## config.mk

```make
export PLATFORM = sky130hd
export DESIGN_NAME = hds_arith
export DESIGN_NICKNAME = d
export VERILOG_FILES = /design/src/design/hds_pkg.sv /design/src/design/hds_arith.sv
export SDC_FILE = /design/constraint.sdc
export NUM_CORES = 2
export LEC_CHECK = 0
export ABC_AREA = 1
export BUFFER_PORTS_ARGS = -buffer_cell sky130_fd_sc_hd__buf_2
export CAP_MARGIN = 0
export CORE_UTILIZATION = 57
export DETAILED_ROUTE_END_ITERATION = 16
export PLACE_DENSITY = 0.79
export SLEW_MARGIN = 5
export SYNTH_ARGS = -nofsm -noshare
export SYNTH_HDL_FRONTEND = slang
export SYNTH_SLANG_ARGS = --single-unit
```

## constraint.sdc

```tcl
create_clock -name clock -period 6.6 [get_ports clock]
set_input_delay 1.32 -clock clock [delete_from_list [all_inputs] [get_ports clock]]
set_output_delay 1.32 -clock clock [all_outputs]
set_load 0.005 [all_outputs]
```

## src/design/hds_pkg.sv

```systemverilog
package hds_pkg;

   // grid geometry
   localparam int MAX_WIDTH    = 256;
   localparam int HEIGHT_LIMIT = 256;
   localparam int MIN_GEOM     = 3;
   localparam int COL_W        = $clog2(MAX_WIDTH);
   localparam int ROW_W        = $clog2(HEIGHT_LIMIT);

   // field and register widths
   localparam int DATA_W = 32;
   localparam int GAIN_W = 17;
   localparam int GEOM_W = 9;

   // datapath widths
   localparam int LAP_W  = 36;
   localparam int HALF_W = LAP_W / 2;
   localparam int FRAC_W = 16;
   localparam int PP_LO_W = GAIN_W + HALF_W;
   localparam int PP_HI_W = GAIN_W + HALF_W + 1;
   localparam int PROD_W  = GAIN_W + LAP_W + 1;
   localparam int Q_W     = PROD_W - FRAC_W;
   localparam int SUM_W   = Q_W + 1;

   // configuration port
   localparam int CSR_IDX_W = 2;
   localparam logic [CSR_IDX_W-1:0] CSR_GAIN   = 2'd0;
   localparam logic [CSR_IDX_W-1:0] CSR_WIDTH  = 2'd1;
   localparam logic [CSR_IDX_W-1:0] CSR_HEIGHT = 2'd2;

   localparam logic [GAIN_W-1:0] GAIN_RESET = 17'd42950;
   localparam logic [GEOM_W-1:0] GEOM_RESET = 9'd256;

   // per-item control carried down the pipeline
   typedef struct packed {
      logic emit_inner;  // item releases the cell of the row above
      logic emit_edge;   // item sits in the last row and releases itself
      logic pass;        // released cell is a border cell, no update
      logic last_col;
   } ctl_type;

   // one line buffer word: rows r-2 and r-1 of one column
   typedef struct packed {
      logic [DATA_W-1:0] older;
      logic [DATA_W-1:0] prev;
   } col_pair_type;

endpackage

```

## src/design/hds_arith.sv

```systemverilog
module hds_arith
   import hds_pkg::*;
(
   input  logic                       clock,
   input  logic                       reset,
   input  logic                       advance,
   input  logic                       in_valid,
   input  ctl_type                    in_ctl,
   input  logic [GAIN_W-1:0]          gain,
   input  logic signed [DATA_W-1:0]   center,
   input  logic signed [DATA_W-1:0]   up,
   input  logic signed [DATA_W-1:0]   down,
   input  logic signed [DATA_W-1:0]   left,
   input  logic signed [DATA_W-1:0]   right,
   output logic                       out_valid,
   output ctl_type                    out_ctl,
   output logic [DATA_W-1:0]          out_value,
   output logic [DATA_W-1:0]          out_cell
);

   // stage 1: Laplacian
   logic                       s1_valid_ff;
   ctl_type                    s1_ctl_ff;
   logic signed [DATA_W-1:0]   s1_center_ff;
   logic [DATA_W-1:0]          s1_cell_ff;
   logic signed [LAP_W-1:0]    s1_lap_ff;
   logic signed [LAP_W-1:0]    s1_lap_in;

   // stage 2: partial products of gain * Laplacian
   logic                       s2_valid_ff;
   ctl_type                    s2_ctl_ff;
   logic signed [DATA_W-1:0]   s2_center_ff;
   logic [DATA_W-1:0]          s2_cell_ff;
   logic [PP_LO_W-1:0]         s2_pp_lo_ff;
   logic signed [PP_HI_W-1:0]  s2_pp_hi_ff;
   logic [PP_LO_W-1:0]         s2_pp_lo_in;
   logic signed [PP_HI_W-1:0]  s2_pp_hi_in;

   // result assembly
   logic signed [PROD_W-1:0]   prod;
   logic signed [Q_W-1:0]      step;
   logic signed [SUM_W-1:0]    sum;
   logic [DATA_W-1:0]          sat;

   assign s1_lap_in = LAP_W'(up) + LAP_W'(down) + LAP_W'(left) + LAP_W'(right)
                    - (LAP_W'(center) <<< 2);

   assign s2_pp_lo_in = PP_LO_W'(gain) * PP_LO_W'(s1_lap_ff[HALF_W-1:0]);
   assign s2_pp_hi_in = PP_HI_W'($signed({1'b0, gain}))
                      * PP_HI_W'($signed(s1_lap_ff[LAP_W-1:HALF_W]));

   always_ff @(posedge clock) begin
      if (reset) begin
         s1_valid_ff <= 1'b0;
         s2_valid_ff <= 1'b0;
      end else if (advance) begin
         s1_valid_ff <= in_valid;
         s2_valid_ff <= s1_valid_ff;
      end
      if (advance) begin
         s1_ctl_ff    <= in_ctl;
         s1_center_ff <= center;
         s1_cell_ff   <= down;
         s1_lap_ff    <= s1_lap_in;
         s2_ctl_ff    <= s1_ctl_ff;
         s2_center_ff <= s1_center_ff;
         s2_cell_ff   <= s1_cell_ff;
         s2_pp_lo_ff  <= s2_pp_lo_in;
         s2_pp_hi_ff  <= s2_pp_hi_in;
      end
   end

   // round to nearest, ties up, then floor shift
   assign prod = (PROD_W'(s2_pp_hi_ff) <<< HALF_W) + $signed(PROD_W'(s2_pp_lo_ff))
               + $signed(PROD_W'(1) <<< (FRAC_W - 1));
   assign step = prod[PROD_W-1:FRAC_W];
   assign sum  = SUM_W'(s2_center_ff) + SUM_W'(step);

   always_comb begin
      if (sum[SUM_W-1] && !(&sum[SUM_W-2:DATA_W-1])) begin
         sat = {1'b1, {(DATA_W-1){1'b0}}};
      end else if (!sum[SUM_W-1] && (|sum[SUM_W-2:DATA_W-1])) begin
         sat = {1'b0, {(DATA_W-1){1'b1}}};
      end else begin
         sat = sum[DATA_W-1:0];
      end
   end

   assign out_valid = s2_valid_ff;
   assign out_ctl   = s2_ctl_ff;
   assign out_value = s2_ctl_ff.pass ? s2_center_ff : sat;
   assign out_cell  = s2_cell_ff;

endmodule

```

Word-level counts from Yosys, hierarchy flattened
Index checks and enable logic that the tools add are counted.
{ "totals": {"ff_bits": 245, "latchBits": 0, "ram_bits": 0, "romBits": 0, "inputBits": 185, "output_inout_bits": 69, "n_memories": 0} }
{ "op_classes": {"n_addsub": 7, "multipliers": 2, "div": 0, "n_lt_le_gt_ge": 0, "n_eq_ne": 0, "shift": 0, "n_mux": 3, "bitwise": 0, "reduce_logical": 6} }
{ "op_table": {"columns": ["cell", "count"], "rows": [
  ["$mux 32", 3],
  ["$add 54x17->54 const B", 1],
  ["$add 54x36->54", 1],
  ["$add 32x38->39", 1],
  ["$mul 18x18->36", 1],
  ["$sub 35x34->36", 1],
  ["$add 34x32->35", 1],
  ["$mul 17x18->35", 1],
  ["$add 33x32->34", 1],
  ["$add 32x32->33", 1],
  ["$reduce_and 7->1", 1],
  ["$reduce_or 7->1", 1],
  ["$logic_and 1x1->1", 2],
  ["$logic_not 1->1", 2]
]} }

Longest topological paths before layout
{ "depth": {"depth_word": 8, "mapped_depth": 31} }

Worst setup path after synthesis
Ideal clock, no wire load.
{ "synth_timing": {"path_type": "input-to-reg", "startpoint": "input gain[16]", "endpoint": "register s2_pp_hi_ff[32] (data pin)", "arrival_ps": 6520, "t_required_ps": 6340, "setup_slack_ps": -180, "stages": 24, "n_path_buf": 2, "path_cell_list": "clkbuf_1 > clkbuf_1 > nand2_1 > fa_1 > inv_1 > fa_1 > inv_1 > fa_1 > inv_1 > fa_1 > fa_1 > inv_1 > fa_1 > inv_1 > ha_1 > nand2_1 > nor4_1 > nand2_1 > o211ai_1 > nand2_1 > o211ai_1 > nand2_1 > nand2_1 > xor2_1"} }
{ "synth_via": {"elab_chain_len": 1} }
{ "synth_rtl": {"columns": ["item", "line_no", "rtl"], "rows": [
  ["from (decl)", "hds_arith.sv:9", "input logic [GAIN_W-1:0] gain,"],
  ["$mul 18x18->36", "hds_arith.sv:50", "* PP_HI_W'($signed(s1_lap_ff[LAP_W-1:HALF_W]));"],
  ["via s2_pp_hi_in[32]", "hds_arith.sv:37", "logic signed [PP_HI_W-1:0] s2_pp_hi_in;"],
  ["to (signal assigned)", "hds_arith.sv:69", "s2_pp_hi_ff <= s2_pp_hi_in;"],
  ["to (decl)", "hds_arith.sv:35", "logic signed [PP_HI_W-1:0] s2_pp_hi_ff;"]
]} }
The timed path passes the listed nets, and every way through them passes these cells.
A chain may end at the register's enable or synchronous reset.

Final worst setup path
{ "layout_timing": {"startpoint": "register s2_pp_lo_ff[21]", "endpoint": "output out_value[13]"} }
{ "layout_via": {"elab_chain_len": 8} }
{ "layout_rtl": {"columns": ["item", "line_no", "rtl"], "rows": [
  ["from (decl)", "hds_arith.sv:34", "logic [PP_LO_W-1:0] s2_pp_lo_ff;"],
  ["from (signal assigned)", "hds_arith.sv:68", "s2_pp_lo_ff <= s2_pp_lo_in;"],
  ["$add 54x36->54 *", "hds_arith.sv:74", "assign prod = (PROD_W'(s2_pp_hi_ff) <<< HALF_W) + $signed(PROD_W'(s2_pp_lo_ff))"],
  ["$add 54x17->54 *", "hds_arith.sv:75", "+ $signed(PROD_W'(1) <<< (FRAC_W - 1));"],
  ["$add 32x38->39 *", "hds_arith.sv:77", "assign sum = SUM_W'(s2_center_ff) + SUM_W'(step);"],
  ["$reduce_or 7->1 (tied with other cells)", "hds_arith.sv:82", "end else if (!sum[SUM_W-1] && (|sum[SUM_W-2:DATA_W-1])) begin"],
  ["$logic_and 1x1->1 / $logic_not 1->1 (equally long branches)", "hds_arith.sv:82, hds_arith.sv:80", null],
  ["$mux 32 / $logic_and 1x1->1 (equally long branches)", "hds_arith.sv:82, hds_arith.sv:80", null],
  ["$mux 32 *", "hds_arith.sv:80", "if (sum[SUM_W-1] && !(&sum[SUM_W-2:DATA_W-1])) begin"],
  ["$mux 32 *", "hds_arith.sv:91", "assign out_value = s2_ctl_ff.pass ? s2_center_ff : sat;"],
  ["to (decl)", "hds_arith.sv:17", "output logic [DATA_W-1:0] out_value,"]
]} }
Mark *: on every way between the ends. The rest lies on a longest branch, timed or not.

==> results.md <==
* Status: finished clean
* Router iterations before antenna repair at 8
* Number of buffers added by the clock tree synthesis step at 26
* Proportion of netlist area held by the largest area contributor at 0.315
* Maximum fanout along the worst path at 7
* Layout cell share with drive strength beyond 1 at 0.129
* Placed instance area at 0.0403 mm²
* Number of synthesized flops with an enable pin at 228
* Pin count of the biggest net entering global routing at 102
* Finished Cell Area at 0.0417 mm²
* Initial cell density of the core at 0.581
* Slowest stage delay, CP at 480 ps
* Worst slew pin tran at 972 ps
* Antenna viol nets, final at 0
* Worst-skew pair later-pin latency at 560 ps
* Slowest cell on the critical path: sky130_fd_sc_hd__edfxtp_1
* Worst R2R Setup Slack at 370 ps
* Global-route wire length before repair at 154000 µm
* Via count of the first global-routing pass at 30100
* Origin of the worst min-delay path: s1_center_ff[12]$_DFFE_PP_
* Die area at 0.0657 mm²
* Die Span X at 256 µm
* Number of max-slew violations in the final report at 0
* Yosys top cell by area: sky130_fd_sc_hd__fa_1
* Cell chosen for the clock root: sky130_fd_sc_hd__clkbuf_16
* Kind of start point of the critical path: flop
* Antenna violations before repair at 2
* Worst Skew at 13.7 ps
* Most frequent cells in the layout: 1208 x sky130_fd_sc_hd__inv_1, 1124 x sky130_fd_sc_hd__nand2_1, 579 x sky130_fd_sc_hd__fa_1, 315 x sky130_fd_sc_hd__ha_1, 248 x sky130_fd_sc_hd__buf_2
* Share of the clock period used by the worst path after layout at 0.986
* Die boundary height at 256 µm
* Routed via count divided by cell count at 5.21
* Required time of the worst setup path at 5280 ps
* Most common cell after layout, fill and taps aside: sky130_fd_sc_hd__inv_1
* Maximum buffer depth of the clock tree at 3
* Last weighted congestion value of the routability-driven placer at 0.957
* Synth Net Count at 5533
* Average wire per cell in the routed design at 17.0 µm
* CP endpoint kind: output port
* Post-route non-filler standard cell count at 5656
* Clock transition at the register clock pins on the worst setup and hold paths after CTS at 70 ps
* Worst r2r path cells at 22
* Biggest area contributors in the synthesized netlist: sky130_fd_sc_hd__fa_1 31%, sky130_fd_sc_hd__edfxtp_1 19%, sky130_fd_sc_hd__inv_1 12%
* Share of synthesized registers carrying an async set or reset at 0
* Hold_buf cts at 0
* Final critical delay including setup and external delays at 6500 ps
* Site row count at 92
* Placeable Area at 0.0634 mm²
* R2R Path Start: s1_lap_ff[35]$_DFFE_PP_
* Hold violation count in the final report at 0
* Fill cell total of the finished layout at 5112
* CTS H-tree lvls at 1
* Rel. slew slack at 0.352
* Cell area after synthesis at 0.0368 mm²
* Overall global routing resource usage at 0.295
* # DRC at 0
* Total vias in the final route at 29500
* Number of top-level pins at 254
* Post-detailed-routing wire length at 95900 µm
* Maximum clock frequency at 154 MHz
* Flip-flop cell with the highest count after synthesis: sky130_fd_sc_hd__edfxtp_1
* Hold path cells at 0
* Max capacitance violation total at 0
* Data arrival time of the worst path at 5180 ps
* Worst Hold Margin at 412 ps
* Synth cell types at 47
* Worst Setup Path Type: flop to output port
* Area added between synthesis and finish at 13.1%
* Synth Warn # at 0
* 1st-iter DRT viols at 2551
* Layout Nets at 5884
* Number of endpoints failing setup at the final stage at 0
* Syn_area_per_cell at 8.31 µm²
* Final global-route overflow total at 0
* Post-synthesis sequential element count at 230
* Number of buffer cells added on primary ports at 253
* Part of the Yosys area used for sequential elements at 0.187
* Path class of the lowest-slack min-delay path: flop to flop
* Count of placed standard cells including taps at 5591
* Cell repeated most along the worst path: sky130_fd_sc_hd__nand2_1
* Sinks on Clock Net at 230
* Reg2Reg Capture Point: s2_pp_hi_ff[34]$_DFFE_PP_
* Clock tree from TritonCTS: built
* Endpoint, Worst Hold: s2_center_ff[12]$_DFFE_PP_
* Total half-perimeter wirelength after legalization and detailed placement at 80800 µm
* Gate Count Post-Synth at 4436
[cells in the mapped netlist (4+ instances only)]
library cell and instances:
sky130_fd_sc_hd__a221oi_1 4, sky130_fd_sc_hd__nand2_2 15, sky130_fd_sc_hd__o21ai_1 6, sky130_fd_sc_hd__a21o_1 17, sky130_fd_sc_hd__xor2_1 94, sky130_fd_sc_hd__clkbuf_1 141, sky130_fd_sc_hd__nand3_2 8, sky130_fd_sc_hd__inv_2 4
sky130_fd_sc_hd__nor4_1 8, sky130_fd_sc_hd__o21bai_1 17, sky130_fd_sc_hd__xnor2_1 60, sky130_fd_sc_hd__inv_1 1210, sky130_fd_sc_hd__a21boi_0 5, sky130_fd_sc_hd__o21ai_0 71, sky130_fd_sc_hd__ha_1 333, sky130_fd_sc_hd__o211ai_1 9
sky130_fd_sc_hd__fa_1 579, sky130_fd_sc_hd__o21a_1 10, sky130_fd_sc_hd__nand2_1 1131, sky130_fd_sc_hd__a31oi_1 16, sky130_fd_sc_hd__a211oi_1 4, sky130_fd_sc_hd__buf_6 6, sky130_fd_sc_hd__nand3_1 57, sky130_fd_sc_hd__edfxtp_1 228
sky130_fd_sc_hd__or2_2 8, sky130_fd_sc_hd__nand4_1 14, sky130_fd_sc_hd__nor2_1 148, sky130_fd_sc_hd__and3_1 4, sky130_fd_sc_hd__a21oi_1 174, sky130_fd_sc_hd__nor3_1 23, sky130_fd_sc_hd__nor2_2 6
[layout make-up]
class,count,area (µm²),area share
Inverter,1215,4560,0.109
Sequential cell,230,6890,0.165
Timing Repair Buffer,471,3140,0.0753
Clock buffer,28,658,0.0158
Multi-Input combinational cell,2843,25200,0.604
Tap cell,846,1060,0.0254
Clock inverter,20,176,0.00423
Antenna cell,3,7.51,0.000180
[sequential cells by signal (all words and copies together) (netlist names)]
signal	cells
out_cell	32
out_ctl	4
s1_valid_ff	1
s1_lap_ff	36
s1_cell_ff	32
out_valid	1
s1_center_ff	32
s2_pp_hi_ff	36
s1_ctl_ff	4
s2_center_ff	32
s2_pp_lo_ff	20
[worst max path at each step]
stage | from | depth (start not counted) | to
global placement | gain[13] | 25 | s2_pp_hi_ff[32]$_DFFE_PP_
global route | s2_pp_lo_ff[23]$_DFFE_PP_ | 29 | out_value[11]
floorplan | gain[7] | 26 | s2_pp_hi_ff[32]$_DFFE_PP_
finish | s2_pp_lo_ff[21]$_DFFE_PP_ | 26 | out_value[13]
CTS | s2_pp_lo_ff[28]$_DFFE_PP_ | 25 | out_value[13]
detailed placement | gain[13] | 25 | s2_pp_hi_ff[34]$_DFFE_PP_
[what timing repair did]
| item | in CTS | in global routing |
|---|---|---|
| pin swaps | 1 | 19 |
| setup buffers | 0 | 11 |
| cloned | 0 | 3 |
| endpoints found under the setup margin | 27 | 34 |
| resized for setup | 8 | 78 |
[metrics by stage]
step           setup WS, ps  utilization  setup TNS, ps
6_report               95.0        0.657              0
5_1_grt               -98.4        0.657          -1280
4_1_cts               0.247        0.648              0
3_5_place_dp           -296        0.635          -5850
3_3_place_gp           -210        0.635          -3690
2_1_floorplan          9.64            -              0
[cells by family after synthesis]
| kind of cell | Yosys count | synth area share |
|---|---|---|
| AO/OA/AOI/OAI | 350 | 0.0547 |
| XOR/XNOR | 155 | 0.0370 |
| adder cells (fa/ha/maj) | 912 | 0.428 |
| buffers and inverters | 1363 | 0.140 |
| flip-flops | 230 | 0.187 |
| AND/OR/NAND/NOR | 1426 | 0.154 |
[per-layer routing]
metal,GRT usage,part of all wire,vias up
li1,-,-,13900
met4,0.0966,0.039,0
met5,0,0,-
met3,0.0368,0.079,241
met2,0.507,0.49,1192
met1,0.387,0.40,14200
[critical path, delay by kind of cell (launching register included)]
| kind | cells | cell delay (ps) |
|---|---|---|
| AOI/OAI and AO/OA | 7 | 1410 |
| xor gates and xnor gates | 1 | 360 |
| adders and majority gates | 2 | 680 |
| buffers and inverters | 4 | 470 |
| DFF | 1 | 480 |
| and+or+nand+nor | 12 | 1210 |
Power is not shown: default switching activity piles up to over one toggle a cycle in this logic, so the estimate is an artifact.
